==> config.mk <==
export PLATFORM = sky130hd
export DESIGN_NAME = tristate_remote_code_sender_flat
export DESIGN_NICKNAME = d
export VERILOG_FILES = /design/src/sv/rcs_pkg.sv /design/src/sv/rcs_interfaces.sv /design/src/sv/rcs_in_stage.sv /design/src/sv/rcs_tx_core.sv /design/src/sv/tristate_remote_code_sender.sv /design/src/flat_wrapper.sv
export VERILOG_INCLUDE_DIRS = /design/src /design/src/sv
export SDC_FILE = /design/constraint.sdc
export NUM_CORES = 1
export LEC_CHECK = 0
export BUFFER_PORTS_ARGS = -buffer_cell sky130_fd_sc_hd__buf_2
export CAP_MARGIN = 30
export CORE_MARGIN = 4
export CORE_UTILIZATION = 63
export DETAILED_ROUTE_END_ITERATION = 16
export GPL_TIMING_DRIVEN = 1
export HOLD_SLACK_MARGIN = 0.06
export PLACE_DENSITY_LB_ADDON = 0.05
export SKIP_LAST_GASP = 1
export SLEW_MARGIN = 20
export SYNTH_ARGS = -nofsm -noshare
export SYNTH_HDL_FRONTEND = slang
export SYNTH_HIERARCHICAL = 1
export SYNTH_SLANG_ARGS = --single-unit
==> constraint.sdc <==
create_clock -name clk_i -period 7.4 [get_ports clk_i]
set_clock_uncertainty 0.2 [all_clocks]
set_input_delay 0.74 -clock clk_i [delete_from_list [all_inputs] [get_ports clk_i]]
set_output_delay 0.74 -clock clk_i [all_outputs]
set_load 0.01 [all_outputs]
==> src/sv/tristate_remote_code_sender_defines.svh <==
// Assertion macros for the tri-state code sender RTL.
`ifndef TRISTATE_REMOTE_CODE_SENDER_DEFINES_SVH
`define TRISTATE_REMOTE_CODE_SENDER_DEFINES_SVH

`ifndef ASSERT_OFF
// Property that must hold at every clock edge outside reset.
`define RCS_ASSERT(name, prop, msg) \
  name: assert property (@(posedge clk_i) disable iff (!rst_ni) prop) else $error(msg);
// Condition that must never be seen at a clock edge outside reset.
`define RCS_ASSERT_NEVER(name, cond, msg) \
  name: assert property (@(posedge clk_i) disable iff (!rst_ni) !(cond)) else $error(msg);
`else
`define RCS_ASSERT(name, prop, msg)
`define RCS_ASSERT_NEVER(name, cond, msg)
`endif

`endif

==> src/sv/rcs_pkg.sv <==
// Types, constants and functions shared by the tri-state code sender.
package rcs_pkg;

  localparam int unsigned DATA_W         = 20;
  localparam int unsigned POW_W          = 26;
  localparam int unsigned TRIT_COUNT_DEF = 12;
  localparam int unsigned CFG_IDX_W      = 2;
  localparam int unsigned CFG_DATA_W     = 6;

  // Register reset values.
  localparam logic [3:0] REPEAT_RESET = 4'd8;
  localparam logic [2:0] LONG_RESET   = 3'd3;
  localparam logic [5:0] GAP_RESET    = 6'd31;

  typedef enum logic [CFG_IDX_W-1:0] {
    REG_REPEAT_COUNT = 2'd0,
    REG_LONG_UNITS   = 2'd1,
    REG_GAP_UNITS    = 2'd2
  } rcs_reg_e;

  typedef enum logic {
    OP_TICK  = 1'b0,
    OP_START = 1'b1
  } rcs_op_e;

  typedef enum logic [1:0] {
    TRIT_ZERO = 2'd0,
    TRIT_ONE  = 2'd1,
    TRIT_TWO  = 2'd2
  } rcs_trit_e;

  typedef struct packed {
    logic [3:0] repeat_count;
    logic [2:0] long_units;
    logic [5:0] gap_units;
  } rcs_cfg_t;

  typedef struct packed {
    logic              operation;
    logic [DATA_W-1:0] data_value;
  } rcs_item_t;

  // Power of three for elaboration-time constants.
  function automatic longint unsigned rcs_pow3_c(input int unsigned n);
    longint unsigned p;
    p = 1;
    for (int unsigned i = 0; i < n; i++) begin
      p = p * 3;
    end
    return p;
  endfunction

  // Power of three for a digit position, as a constant table.
  function automatic logic [POW_W-1:0] rcs_pow3(input logic [3:0] pos);
    logic [POW_W-1:0] p;
    case (pos)
      4'd0:    p = 26'd1;
      4'd1:    p = 26'd3;
      4'd2:    p = 26'd9;
      4'd3:    p = 26'd27;
      4'd4:    p = 26'd81;
      4'd5:    p = 26'd243;
      4'd6:    p = 26'd729;
      4'd7:    p = 26'd2187;
      4'd8:    p = 26'd6561;
      4'd9:    p = 26'd19683;
      4'd10:   p = 26'd59049;
      4'd11:   p = 26'd177147;
      4'd12:   p = 26'd531441;
      4'd13:   p = 26'd1594323;
      4'd14:   p = 26'd4782969;
      4'd15:   p = 26'd14348907;
      default: p = 26'd1;
    endcase
    return p;
  endfunction

endpackage

==> src/sv/rcs_interfaces.sv <==
// Handshake channels of the tri-state code sender: items, results and configuration.
interface rcs_item_if;
  import rcs_pkg::*;
  logic              valid;
  logic              ready;
  logic              operation;
  logic [DATA_W-1:0] data_value;
  modport source (output valid, output operation, output data_value, input ready);
  modport sink   (input valid, input operation, input data_value, output ready);
endinterface

interface rcs_result_if;
  logic valid;
  logic ready;
  logic line_level;
  logic busy_res;
  logic last;
  modport source (output valid, output line_level, output busy_res, output last,
                  input ready);
  modport sink   (input valid, input line_level, input busy_res, input last,
                  output ready);
endinterface

interface rcs_cfg_if;
  import rcs_pkg::*;
  logic                  valid;
  logic                  ready;
  logic [CFG_IDX_W-1:0]  index;
  logic [CFG_DATA_W-1:0] data;
  modport source (output valid, output index, output data, input ready);
  modport sink   (input valid, input index, input data, output ready);
endinterface

==> src/sv/rcs_in_stage.sv <==
// Input register of the code sender, with the reciprocal product for the start value.
module rcs_in_stage #(
  parameter int unsigned  TritCount = rcs_pkg::TRIT_COUNT_DEF,
  localparam longint unsigned ModP  = rcs_pkg::rcs_pow3_c(TritCount),
  localparam longint unsigned RecipM = (longint'(1) << rcs_pkg::DATA_W) / ModP,
  localparam int unsigned QuotW     = (RecipM > 0) ? $clog2(RecipM + 1) : 1
) (
  input  logic                clk_i,
  input  logic                rst_ni,
  rcs_item_if.sink            item_i,
  input  logic                take_i,
  output logic                valid_o,
  output rcs_pkg::rcs_item_t  item_o,
  output logic [QuotW-1:0]    quot_o
);
  import rcs_pkg::*;

  logic                    valid_q;
  rcs_item_t               item_q;
  logic [QuotW-1:0]        quot_q;
  logic [DATA_W+QuotW-1:0] prod;
  logic [QuotW-1:0]        quot_d;

  // The register is free when empty or when its word moves on this cycle.
  assign item_i.ready = !valid_q || take_i;

  // Estimate of the value divided by 3^TritCount, low by at most one.
  assign prod   = (DATA_W + QuotW)'(item_i.data_value) * (DATA_W + QuotW)'(RecipM);
  assign quot_d = prod[DATA_W +: QuotW];

  // Valid flag of the input register.
  always_ff @(posedge clk_i or negedge rst_ni) begin
    if (!rst_ni) begin
      valid_q <= 1'b0;
    end else if (item_i.valid && item_i.ready) begin
      valid_q <= 1'b1;
    end else if (take_i) begin
      valid_q <= 1'b0;
    end
  end

  // Payload of the input register.
  always_ff @(posedge clk_i) begin
    if (item_i.valid && item_i.ready) begin
      item_q <= '{operation: item_i.operation, data_value: item_i.data_value};
      quot_q <= quot_d;
    end
  end

  assign valid_o = valid_q;
  assign item_o  = item_q;
  assign quot_o  = quot_q;

endmodule

==> src/sv/rcs_tx_core.sv <==
// Transmission state, digit selection, segment timing and result register.
`include "tristate_remote_code_sender_defines.svh"

module rcs_tx_core #(
  parameter int unsigned  TritCount = rcs_pkg::TRIT_COUNT_DEF,
  localparam longint unsigned ModP  = rcs_pkg::rcs_pow3_c(TritCount),
  localparam longint unsigned RecipM = (longint'(1) << rcs_pkg::DATA_W) / ModP,
  localparam int unsigned QuotW     = (RecipM > 0) ? $clog2(RecipM + 1) : 1
) (
  input  logic               clk_i,
  input  logic               rst_ni,
  input  rcs_pkg::rcs_cfg_t  cfg_i,
  input  logic               valid_i,
  input  rcs_pkg::rcs_item_t item_i,
  input  logic [QuotW-1:0]   quot_i,
  output logic               take_o,
  rcs_result_if.source       result_o
);
  import rcs_pkg::*;

  localparam int unsigned PowBits = $clog2(ModP);
  localparam int unsigned RemW    = (PowBits < DATA_W) ? PowBits : DATA_W;
  localparam int unsigned IdxW    = (TritCount > 1) ? $clog2(TritCount) : 1;
  localparam logic [IdxW-1:0]   LastIdx  = IdxW'(TritCount - 1);
  localparam logic [DATA_W-1:0] ModPLow  = DATA_W'(ModP);
  localparam logic [POW_W-1:0]  ModPFull = POW_W'(ModP);

  // Transmission state.
  logic [RemW-1:0] rem_full_q, rem_full_d;
  logic [RemW-1:0] rem_q, rem_d;
  logic [IdxW-1:0] trit_index_q, trit_index_d;
  logic [1:0]      segment_phase_q, segment_phase_d;
  logic [5:0]      unit_counter_q, unit_counter_d;
  logic [3:0]      frames_left_q, frames_left_d;
  logic            sending_sync_q, sending_sync_d;
  logic            active_q, active_d;

  // Result register.
  logic out_valid_q;
  logic line_level_q, busy_q, last_q;
  logic res_level, res_busy, res_last;

  logic [DATA_W-1:0] qp, r1, r2;
  logic [RemW-1:0]   load_rem;
  logic [3:0]        pos;
  logic [POW_W-1:0]  pw, pw2, rem_ext, sub;
  rcs_trit_e         digit;
  logic [RemW-1:0]   rem_step;
  logic [5:0]        long_len, gap_len, seg_len, cnt_inc;
  logic              seg_level, is_long;

  assign take_o = valid_i && (!out_valid_q || result_o.ready);

  // Start value reduced modulo 3^TritCount: one correction after the estimate.
  assign qp       = DATA_W'(DATA_W'(quot_i) * ModPLow);
  assign r1       = item_i.data_value - qp;
  assign r2       = (POW_W'(r1) >= ModPFull) ? (r1 - ModPLow) : r1;
  assign load_rem = RemW'(r2);

  // Current digit, most significant first, from the running remainder.
  assign pos     = 4'(TritCount - 1) - 4'(trit_index_q);
  assign pw      = rcs_pow3(pos);
  assign pw2     = pw << 1;
  assign rem_ext = POW_W'(rem_q);

  always_comb begin
    if (rem_ext >= pw2) begin
      digit = TRIT_TWO;
      sub   = pw2;
    end else if (rem_ext >= pw) begin
      digit = TRIT_ONE;
      sub   = pw;
    end else begin
      digit = TRIT_ZERO;
      sub   = '0;
    end
  end

  assign rem_step = rem_q - RemW'(sub);

  // Segment lengths; a zero setting counts as one unit.
  assign long_len = (cfg_i.long_units == 3'd0) ? 6'd1 : 6'(cfg_i.long_units);
  assign gap_len  = (cfg_i.gap_units == 6'd0) ? 6'd1 : cfg_i.gap_units;

  // Level and length of the segment now on the line.
  always_comb begin
    is_long = 1'b0;
    if (sending_sync_q) begin
      seg_level = (segment_phase_q == 2'd0);
      seg_len   = (segment_phase_q == 2'd0) ? 6'd1 : gap_len;
    end else begin
      seg_level = !segment_phase_q[0];
      case (digit)
        TRIT_ZERO: is_long = segment_phase_q[0];
        TRIT_ONE:  is_long = !segment_phase_q[0];
        TRIT_TWO:  is_long = (segment_phase_q == 2'd1) || (segment_phase_q == 2'd2);
        default:   is_long = 1'b0;
      endcase
      seg_len = is_long ? long_len : 6'd1;
    end
  end

  assign cnt_inc = unit_counter_q + 6'd1;

  // Next state and result for the word leaving the input register.
  always_comb begin
    rem_full_d      = rem_full_q;
    rem_d           = rem_q;
    trit_index_d    = trit_index_q;
    segment_phase_d = segment_phase_q;
    unit_counter_d  = unit_counter_q;
    frames_left_d   = frames_left_q;
    sending_sync_d  = sending_sync_q;
    active_d        = active_q;
    res_level       = 1'b0;
    res_busy        = active_q;
    res_last        = 1'b0;
    if (take_o) begin
      case (rcs_op_e'(item_i.operation))
        OP_START: begin
          // A start while a transmission runs is dropped.
          res_busy = 1'b1;
          if (!active_q) begin
            rem_full_d      = load_rem;
            rem_d           = load_rem;
            trit_index_d    = '0;
            segment_phase_d = 2'd0;
            unit_counter_d  = 6'd0;
            sending_sync_d  = 1'b0;
            frames_left_d   = (cfg_i.repeat_count == 4'd0) ? 4'd1 : cfg_i.repeat_count;
            active_d        = 1'b1;
          end
        end
        OP_TICK: begin
          if (active_q) begin
            res_level = seg_level;
            if (cnt_inc >= seg_len) begin
              unit_counter_d = 6'd0;
              if (sending_sync_q) begin
                if (segment_phase_q == 2'd0) begin
                  segment_phase_d = 2'd1;
                end else begin
                  // End of the frame: rewind to the first digit.
                  segment_phase_d = 2'd0;
                  sending_sync_d  = 1'b0;
                  trit_index_d    = '0;
                  rem_d           = rem_full_q;
                  frames_left_d   = frames_left_q - 4'd1;
                  if (frames_left_q == 4'd1) begin
                    active_d = 1'b0;
                    res_last = 1'b1;
                  end
                end
              end else if (segment_phase_q != 2'd3) begin
                segment_phase_d = segment_phase_q + 2'd1;
              end else begin
                segment_phase_d = 2'd0;
                rem_d           = rem_step;
                if (trit_index_q == LastIdx) begin
                  trit_index_d   = '0;
                  sending_sync_d = 1'b1;
                end else begin
                  trit_index_d = trit_index_q + IdxW'(1);
                end
              end
            end else begin
              unit_counter_d = cnt_inc;
            end
          end
        end
        default: ;
      endcase
    end
  end

  // Control state.
  always_ff @(posedge clk_i or negedge rst_ni) begin
    if (!rst_ni) begin
      trit_index_q    <= '0;
      segment_phase_q <= 2'd0;
      unit_counter_q  <= 6'd0;
      frames_left_q   <= 4'd0;
      sending_sync_q  <= 1'b0;
      active_q        <= 1'b0;
    end else begin
      trit_index_q    <= trit_index_d;
      segment_phase_q <= segment_phase_d;
      unit_counter_q  <= unit_counter_d;
      frames_left_q   <= frames_left_d;
      sending_sync_q  <= sending_sync_d;
      active_q        <= active_d;
    end
  end

  // Digit remainders.
  always_ff @(posedge clk_i) begin
    rem_full_q <= rem_full_d;
    rem_q      <= rem_d;
  end

  // Result register valid flag.
  always_ff @(posedge clk_i or negedge rst_ni) begin
    if (!rst_ni) begin
      out_valid_q <= 1'b0;
    end else if (take_o) begin
      out_valid_q <= 1'b1;
    end else if (result_o.ready) begin
      out_valid_q <= 1'b0;
    end
  end

  // Result register payload.
  always_ff @(posedge clk_i) begin
    if (take_o) begin
      line_level_q <= res_level;
      busy_q       <= res_busy;
      last_q       <= res_last;
    end
  end

  assign result_o.valid      = out_valid_q;
  assign result_o.line_level = line_level_q;
  assign result_o.busy_res   = busy_q;
  assign result_o.last       = last_q;

  // A running transmission always has at least one frame to go.
  `RCS_ASSERT(a_frames_while_active, active_q |-> frames_left_q != 4'd0, "active with no frames left")
  // The digit index never passes the last digit.
  `RCS_ASSERT_NEVER(a_index_range, trit_index_q > LastIdx, "digit index out of range")
  // A final or idle result leaves the block idle until another word moves.
  `RCS_ASSERT(a_last_idle, out_valid_q && (last_q || !busy_q) |-> !active_q, "busy after final unit")
  // A transmission begins at the first segment of the first digit.
  `RCS_ASSERT(a_start_clean, $rose(active_q) |-> (trit_index_q == '0) && (segment_phase_q == 2'd0) && (unit_counter_q == 6'd0) && !sending_sync_q, "start state not clean")
  // The working remainder only shrinks within a frame.
  `RCS_ASSERT(a_rem_bound, active_q |-> rem_q <= rem_full_q, "remainder above loaded value")

endmodule

==> src/sv/tristate_remote_code_sender.sv <==
// Top level of the tri-state remote code sender: configuration registers and datapath.
//
//   Channel   Dir  Payload                          Handshake
//   item_i    in   operation, data_value            valid/ready
//   result_o  out  line_level, busy_res, last       valid/ready
//   cfg_i     in   index, data                      valid/ready (ready held high)
//
// One word is accepted per clock cycle while the result is not stalled. A word is held in the
// input register and its result is loaded into the result register when the word moves on,
// where the result can be taken; digit selection and segment timing sit between the two.
// Reset clears all control state and sets eight frames, long segments of three units and a
// gap of thirty-one units; no clearing pass follows.
// A stalled result holds the result register; item ready falls once the input register is full.
module tristate_remote_code_sender #(
  parameter int unsigned TritCount = rcs_pkg::TRIT_COUNT_DEF
) (
  input  logic         clk_i,
  input  logic         rst_ni,
  rcs_item_if.sink     item_i,
  rcs_result_if.source result_o,
  rcs_cfg_if.sink      cfg_i
);
  import rcs_pkg::*;

  localparam longint unsigned ModP   = rcs_pow3_c(TritCount);
  localparam longint unsigned RecipM = (longint'(1) << DATA_W) / ModP;
  localparam int unsigned     QuotW  = (RecipM > 0) ? $clog2(RecipM + 1) : 1;

  logic [3:0]       repeat_count_q;
  logic [2:0]       long_units_q;
  logic [5:0]       gap_units_q;
  rcs_cfg_t         cfg;
  logic             s1_valid;
  rcs_item_t        s1_item;
  logic [QuotW-1:0] s1_quot;
  logic             s1_take;

  // Configuration writes are always taken.
  assign cfg_i.ready = 1'b1;

  always_ff @(posedge clk_i or negedge rst_ni) begin
    if (!rst_ni) begin
      repeat_count_q <= REPEAT_RESET;
      long_units_q   <= LONG_RESET;
      gap_units_q    <= GAP_RESET;
    end else if (cfg_i.valid) begin
      case (rcs_reg_e'(cfg_i.index))
        REG_REPEAT_COUNT: repeat_count_q <= cfg_i.data[3:0];
        REG_LONG_UNITS:   long_units_q   <= cfg_i.data[2:0];
        REG_GAP_UNITS:    gap_units_q    <= cfg_i.data[5:0];
        default: ;
      endcase
    end
  end

  assign cfg = '{repeat_count: repeat_count_q, long_units: long_units_q,
                 gap_units: gap_units_q};

  rcs_in_stage #(
    .TritCount (TritCount)
  ) u_in_stage (
    .clk_i   (clk_i),
    .rst_ni  (rst_ni),
    .item_i  (item_i),
    .take_i  (s1_take),
    .valid_o (s1_valid),
    .item_o  (s1_item),
    .quot_o  (s1_quot)
  );

  rcs_tx_core #(
    .TritCount (TritCount)
  ) u_tx_core (
    .clk_i    (clk_i),
    .rst_ni   (rst_ni),
    .cfg_i    (cfg),
    .valid_i  (s1_valid),
    .item_i   (s1_item),
    .quot_i   (s1_quot),
    .take_o   (s1_take),
    .result_o (result_o)
  );

endmodule
==> src/flat_wrapper.sv <==
// flat-port wrapper written by rule: the top's interface ports become plain ports
module tristate_remote_code_sender_flat import rcs_pkg::*;
#(
  parameter int unsigned TritCount = rcs_pkg::TRIT_COUNT_DEF
)
  (clk_i, rst_ni, item_i_valid, item_i_operation, item_i_data_value, item_i_ready, result_o_valid, result_o_line_level, result_o_busy_res, result_o_last, result_o_ready, cfg_i_valid, cfg_i_index, cfg_i_data, cfg_i_ready);
  rcs_item_if item_i_i ();
  rcs_result_if result_o_i ();
  rcs_cfg_if cfg_i_i ();
  input  logic clk_i;
  input  logic rst_ni;
  input wire logic [$bits(item_i_i.valid)-1:0] item_i_valid;
  input wire logic [$bits(item_i_i.operation)-1:0] item_i_operation;
  input wire logic [$bits(item_i_i.data_value)-1:0] item_i_data_value;
  output wire logic [$bits(item_i_i.ready)-1:0] item_i_ready;
  output wire logic [$bits(result_o_i.valid)-1:0] result_o_valid;
  output wire logic [$bits(result_o_i.line_level)-1:0] result_o_line_level;
  output wire logic [$bits(result_o_i.busy_res)-1:0] result_o_busy_res;
  output wire logic [$bits(result_o_i.last)-1:0] result_o_last;
  input wire logic [$bits(result_o_i.ready)-1:0] result_o_ready;
  input wire logic [$bits(cfg_i_i.valid)-1:0] cfg_i_valid;
  input wire logic [$bits(cfg_i_i.index)-1:0] cfg_i_index;
  input wire logic [$bits(cfg_i_i.data)-1:0] cfg_i_data;
  output wire logic [$bits(cfg_i_i.ready)-1:0] cfg_i_ready;
  assign item_i_i.valid = item_i_valid;
  assign item_i_i.operation = item_i_operation;
  assign item_i_i.data_value = item_i_data_value;
  assign item_i_ready = item_i_i.ready;
  assign result_o_valid = result_o_i.valid;
  assign result_o_line_level = result_o_i.line_level;
  assign result_o_busy_res = result_o_i.busy_res;
  assign result_o_last = result_o_i.last;
  assign result_o_i.ready = result_o_ready;
  assign cfg_i_i.valid = cfg_i_valid;
  assign cfg_i_i.index = cfg_i_index;
  assign cfg_i_i.data = cfg_i_data;
  assign cfg_i_ready = cfg_i_i.ready;
  tristate_remote_code_sender #(.TritCount(TritCount)) u_core (.clk_i(clk_i), .rst_ni(rst_ni), .item_i(item_i_i), .result_o(result_o_i), .cfg_i(cfg_i_i));
endmodule
==> Word-level counts from Yosys, hierarchy flattened <==
Memories as Yosys holds them, arrays and structs flattened.
Cells that the tools add are included.
{ "totals": {"ff_bits": 97, "latchBits": 0, "ram_bits": 0, "romBits": 304, "inputBits": 34, "mem_count": 1} }
{ "mem_list": {"columns": ["name", "words", "word_bits", "rd", "rd_clocked_by_memory_dff", "wr", "line", "rtl"], "rows": [
  ["(name not given)", 16, 19, 1, 0, 0, "rcs_pkg.sv:56", "case (pos)"]
]} }
{ "classes": {"add_sub_neg": 7, "multipliers": 0, "n_div": 0, "order_cmp": 4, "n_eq_ne": 16, "n_shift": 0, "mux": 65, "bitwise_logic": 4, "n_reduce_logical": 26} }
{ "op_table": {"columns": ["op", "n"], "rows": [
  ["20-bit two-way mux", 9],
  ["20-bit by 26-bit >= comparator with 1-bit output", 2],
  ["4-bit two-way mux", 13],
  ["20-bit case mux with 2 select lines", 1],
  ["6-bit two-way mux", 6],
  ["1-bit two-way mux", 21],
  ["20-bit >= comparator (second input constant)", 1],
  ["20-bit subtractor", 1],
  ["20-bit subtractor (second input constant)", 1],
  ["4-bit case mux with 2 select lines", 2],
  ["2-bit two-way mux", 6],
  ["2-bit inequality test (second input constant)", 6],
  ["6-bit case mux with 2 select lines", 1],
  ["6-bit AND reduction", 2],
  ["6-bit by 1-bit adder with 6-bit output (second input constant)", 1],
  ["2-bit by 1-bit == test with 1-bit output (second input constant)", 3],
  ["2-bit == test (second input constant)", 3],
  ["6-bit >= comparator", 1],
  ["2-bit logical NOT", 3],
  ["6-bit logical NOT", 1],
  ["3-bit two-way mux", 2],
  ["3-bit inequality test (second input constant)", 2],
  ["2-bit AND reduction", 3],
  ["3-bit AND reduction", 2],
  ["other kinds (19)", 29]
]} }

==> Longest topological paths before layout <==
An unclocked memory read counts as a cell.
{ "logic_depth": {"depth_word": 14, "depth_mapped": 29} }

==> Cells and area by module <==
The synthesis kept the hierarchy.
{ "by_module_without_submodules": {"columns": ["mod", "instances", "cells_each", "area_each_um2", "seq_area_each_um2"], "rows": [
  ["rcs_tx_core", 1, 760, 6617.6, 1766.7],
  ["rcs_in_stage", 1, 27, 695.7, 655.6],
  ["tristate_remote_code_sender", 1, 31, 539.3, 335.3]
]} }

==> Worst setup path after synthesis <==
Ideal clock, no wire load.
{ "synth_path": {"path_type": "flip-flop to flip-flop", "startpoint": "reg u_core.u_tx_core.trit_index_q[2]", "endpoint": "reg u_core.u_tx_core.trit_index_q[2]", "arrival_time_ps": 6295, "required_time_ps": 7075, "setup_slack_ps": 781, "stages_incl_launch_ff": 27, "n_path_buf": 3, "period_less_slack_ps": 6619, "path_cell_list": "dfrtp_1 clkbuf_1 inv_1 ha_1 clkbuf_1 clkbuf_1 o21ai_0 ha_1 nor4_1 o211ai_1 a2111oi_0 a311oi_1 o21ai_0 xnor2_1 nor2_1 nor3_1 a21oi_1 ha_1 nand2b_1 a21o_1 a21o_1 a21o_1 a21o_1 a211o_1 nand2_1 nor2_1 mux2_2"} }
{ "synth_between": {"elab_chain_len": 13, "elab_cells_between_ends": 24, "cone_classes": "add/sub (2); order compare (3); eq/ne (4); mux (12); reduce/logical (2); memory (1)"} }
{ "synth_rtl": {"columns": ["element", "line", "rtl"], "rows": [
  ["start: declaration", "rcs_tx_core.sv:31", "logic [IdxW-1:0] trit_index_q, trit_index_d;"],
  ["start signal: assignment", "rcs_tx_core.sv:186", "trit_index_q <= trit_index_d;"],
  ["4-bit subtractor", "rcs_tx_core.sv:61", "assign pos = 4'(TritCount - 1) - 4'(trit_index_q);"],
  ["memory 16 x 19 bit", null, null],
  ["20-bit by 26-bit >= comparator with 1-bit output", "rcs_tx_core.sv:70", "end else if (rem_ext >= pw) begin"],
  ["1-bit two-way mux", "rcs_tx_core.sv:70", null],
  ["2-bit two-way mux", "rcs_tx_core.sv:67", "if (rem_ext >= pw2) begin"],
  ["2-bit == test (tied with other cells)", "rcs_tx_core.sv:93", "case (digit)"],
  ["1-bit case mux with 3 select lines", "rcs_tx_core.sv:93", null],
  ["1-bit two-way mux", "rcs_tx_core.sv:88", "if (sending_sync_q) begin"],
  ["3-bit two-way mux", "rcs_tx_core.sv:99", "seg_len = is_long ? long_len : 6'd1;"],
  ["6-bit two-way mux", "rcs_tx_core.sv:88", null],
  ["6-bit >= comparator", "rcs_tx_core.sv:137", "if (cnt_inc >= seg_len) begin"],
  ["2-bit inequality test (no source line)", null, null],
  ["6-bit AND reduction (no source line)", null, null]
]} }
Several ways; a longest one is shown, not always the timed one. The select of a mux whose other input is x is not followed.
A chain may end at the register's enable or synchronous reset.

==> Worst setup path after layout <==
{ "layout_path": {"startpoint": "reg u_core.u_tx_core.trit_index_q[2]", "endpoint": "reg u_core.u_tx_core.rem_q[6], enable pin"} }
{ "layout_between": {"elab_chain_len": 13, "elab_cells_between_ends": 16, "cone_classes": "add/sub (1); order compare (3); eq/ne (3); mux (6); reduce/logical (2); memory (1)"} }
{ "layout_rtl": {"columns": ["element", "line", "rtl"], "rows": [
  ["4-bit subtractor *", "rcs_tx_core.sv:61", null],
  ["memory 16 x 19 bit *", null, null],
  ["20-bit by 26-bit >= comparator with 1-bit output", "rcs_tx_core.sv:70", null],
  ["1-bit two-way mux", "rcs_tx_core.sv:70", null],
  ["2-bit two-way mux *", "rcs_tx_core.sv:67", null],
  ["2-bit == test (tied with other cells)", "rcs_tx_core.sv:93", null],
  ["1-bit case mux with 3 select lines *", "rcs_tx_core.sv:93", null],
  ["1-bit two-way mux *", "rcs_tx_core.sv:88", null],
  ["3-bit two-way mux *", "rcs_tx_core.sv:99", null],
  ["6-bit two-way mux *", "rcs_tx_core.sv:88", null],
  ["6-bit >= comparator *", "rcs_tx_core.sv:137", null],
  ["2-bit inequality test (no source line) *", null, null],
  ["6-bit AND reduction (no source line) *", null, null],
  ["end signal: assignment", "rcs_tx_core.sv:198", "rem_q <= rem_d;"],
  ["end: declaration", "rcs_tx_core.sv:30", "logic [RemW-1:0] rem_q, rem_d;"]
]} }
Every way passes the cells marked *; elsewhere a longest branch is shown, timed or not. The select of a mux whose other input is x is not followed.

==> flow_summary.toml <==
[drt]
vias_per_cell = 6.25
drt_iter0_drc = 481
remaining_drc_errors = 0
wl_microns = 17800
num_vias = 6360
ant_nets = 0
wire_per_inst_microns = 17.5
first_pass_iters = 5

[synth]
synth.net_count = 936
yosysSeqAreaShare_pct = 35.1
yosys.area.top_type = "edfxtp_1"
yosysWarnings = 6
syn-mean-instance-area_sq_um = 9.60
async_reset_ff_share_pct = 34.0
synth.area.top_cells = "edfxtp_1 24%, ha_1 13%, dfrtp_1 8.0%, nand2_1 3.5%, xnor2_1 3.1%"
yosys_most_used_dff = "edfxtp_1"
ys_ff_latch = 97
yosysTopAreaCellShare_pct = 24.5
synth_cell_types = 86
synthCells = 818
synth_area_sq_um = 7850
synth_edf_count = 64

[global_routing]
grtUsageTotal_pct = 25.4
grt_remaining_overflow = 0
grt_max_degree = 49
first_global_vias = 6254
antenna_found_initial = 0
grt_first_pass_wirelength_microns = 29800

[die]
die-width_microns = 120
coreArea_sq_um = 12100
die_h_microns = 120
die_area_sq_um = 14300
ios = 40
initial_core_util_pct = 64.8
core.rowCount = 40

[clock_network]
clk_pin_slew_ps = 70
cts_buffers = 9
cts-hold-fix-buffers = 0
post_cts_buffers = 0
cts_tree = "yes"
htree_levels = 3
insertion_delay_ps = 350
cts.sinks = 97
clock_path_buffers = 2
cts_root_buf = "clkbuf_16"

[sta]
finalCriticalPeriod_ps = 6810
fin_tns_setup_ps = 0
period_share_pct = 92.0
finalSetupViolCount = 0
clock.fmax_mhz = 147
whs_ps = 254
rsz0062_at_grt = "no"
drv_slew = 0
hold_viol = 0
slew_headroom_pct = 40.3
worstMarginPinSlew_ps = 895

[worst_setup_path]
end_kind = "flip-flop"
path_class = "reg2reg"
crit_family = "compound AO/OA/AOI/OAI gates"
cp.required_ps = 7270
startpoint = "u_core/u_tx_core/trit_index_q[2]"
path_buf_inv = 3
worstPathCellList = "inv_1 -> ha_2 -> nor2b_1 -> inv_1 -> ha_1 -> nor4_1 -> o211ai_1 -> a2111oi_0 -> a311oi_1 -> o21ai_1 -> xnor2_1 -> nor2_1 -> nor3_1 -> a21oi_1 -> ha_1 -> nand2b_1 -> a21o_1 -> a21o_1 -> a21o_1 -> a21o_1 -> a211o_1 -> nand2_1 -> nor2_2 -> buf_4"
slowest_stage = "dfrtp_1"
path_common_cell = "a21o_1"
reg2reg_from = "u_core/u_tx_core/trit_index_q[2]"
critPathLaunchType = "flip-flop"
crit_fanout = 20
arrival_ps = 6680
cpPeakStageDelay_ps = 610

[layout]
drive_gt1_share_pct = 13.9
n_antenna_cell = 0
final_nets = 963
final_common_cell = "ha_1"
area_delta_synth_final_pct = 7.73
final_cell_mix = "82 x ha_1, 74 x nand2_1, 64 x edfxtp_1, 49 x nor2_1, 47 x o21ai_0"
nFillCells = 949
fin_area_sq_um = 8460
final-instance-count-excl-fill = 1018

[power_and_ir_drop]
leakage_nw = 3.36
p_total_mw = 3.32
power.density_nw_per_um2 = 393
peakVddDrop_mv = 0.174

[placed_design]
place_area_sq_um = 8170
dp.cells = 1002
io_buffers = 38
post-dp-hpwl_microns = 13800
place.gp.congestion = 1.06

[run]
maxCapViolations = 0

[worst_hold_path]
hold_path_class = "in2async"

[outcome]
outcome = "finished clean"
-- per-layer routing --
metal	track usage (%)	share of wire, %
met2	43.1	48
met5	0	0
met1	33.7	45
met4	8.88	2.6
met3	3.02	4.0
-- state kept, by name, summed over array words and instances (netlist names), 4 cells and up --
name / cells
u_core/u_in_stage/item_o: 21
u_core/gap_units_q: 6
u_core/u_tx_core/unit_counter_q: 6
u_core/u_tx_core/rem_full_q: 20
u_core/u_tx_core/trit_index_q: 4
u_core/u_tx_core/frames_left_q: 4
u_core/repeat_count_q: 4
u_core/u_tx_core/rem_q: 20
-- report_power, final --
part	internal, mW	switching, mW
Sequential	0.699	0.0934
Combinational	0.866	1.22
Clock	0.252	0.194
-- final cells by class --
| class | instances | area [sq um] | area share (%) |
|---|---|---|---|
| Inverter | 41 | 154 | 1.82 |
| Clock inverter | 3 | 23.8 | 0.281 |
| Timing Repair Buffer | 46 | 250 | 2.96 |
| Clock buffer | 13 | 263 | 3.11 |
| Multi-Input combinational cell | 650 | 4800 | 56.8 |
| Tap cell | 168 | 210 | 2.48 |
| Sequential cell | 97 | 2760 | 32.6 |
-- worst paths after layout --
check                                                     end  slack, ps  depth (start not counted)
max                                 u_core/u_tx_core/rem_q[6]        590                         24
min                           u_core/u_tx_core/sending_sync_q        250                          1
max reg2reg                         u_core/u_tx_core/rem_q[6]        590                         24
min reg2reg                u_core/u_tx_core/unit_counter_q[1]        310                          2
max in group asynchronous              u_core/long_units_q[2]       6260                          1
min in group clk_i         u_core/u_tx_core/unit_counter_q[1]        310                          2
-- repair_timing --
| item | in CTS | in global routing |
|---|---|---|
| gates resized for setup | 0 | 2 |
| setup endpoints to repair | 0 | 31 |
| endpoints found under the hold margin | 0 | 0 |
-- synthesized netlist by cell type, drive strengths merged (20+ instances only) --
library cell  instances
a21oi                36
o21ai                53
xnor2                28
dfrtp                25
nor2                 50
clkbuf               22
nand3                25
edfxtp               64
ha                   83
xor2                 21
inv                  40
mux2                 20
nand2                74
-- metrics by stage --
| stage | util [%] | setup slack (ps) |
|---|---|---|
| finish | 69.8 | 590 |
| global route | 69.8 | 44.9 |
| CTS | 69.8 | 381 |
| detailed placement | 67.5 | 431 |
| global placement | 67.5 | 692 |
| floorplan | - | 781 |
-- cell families (layout without fill, tap and decap cells) --
logic type | Yosys count | after routing | synth area share, %
other | 2 | 2 | 0.0956
AO/OA/AOI/OAI | 237 | 237 | 21.6
adder cells (fa/ha/maj) | 84 | 84 | 13.5
buffers and inverters | 71 | 103 | 3.81
multiplexers | 21 | 21 | 3.00
AND/OR/NAND/NOR | 257 | 257 | 17.4
flip-flops | 97 | 97 | 35.1
XOR/XNOR | 49 | 49 | 5.47
Note: power is estimated with default switching activity, not from simulation.
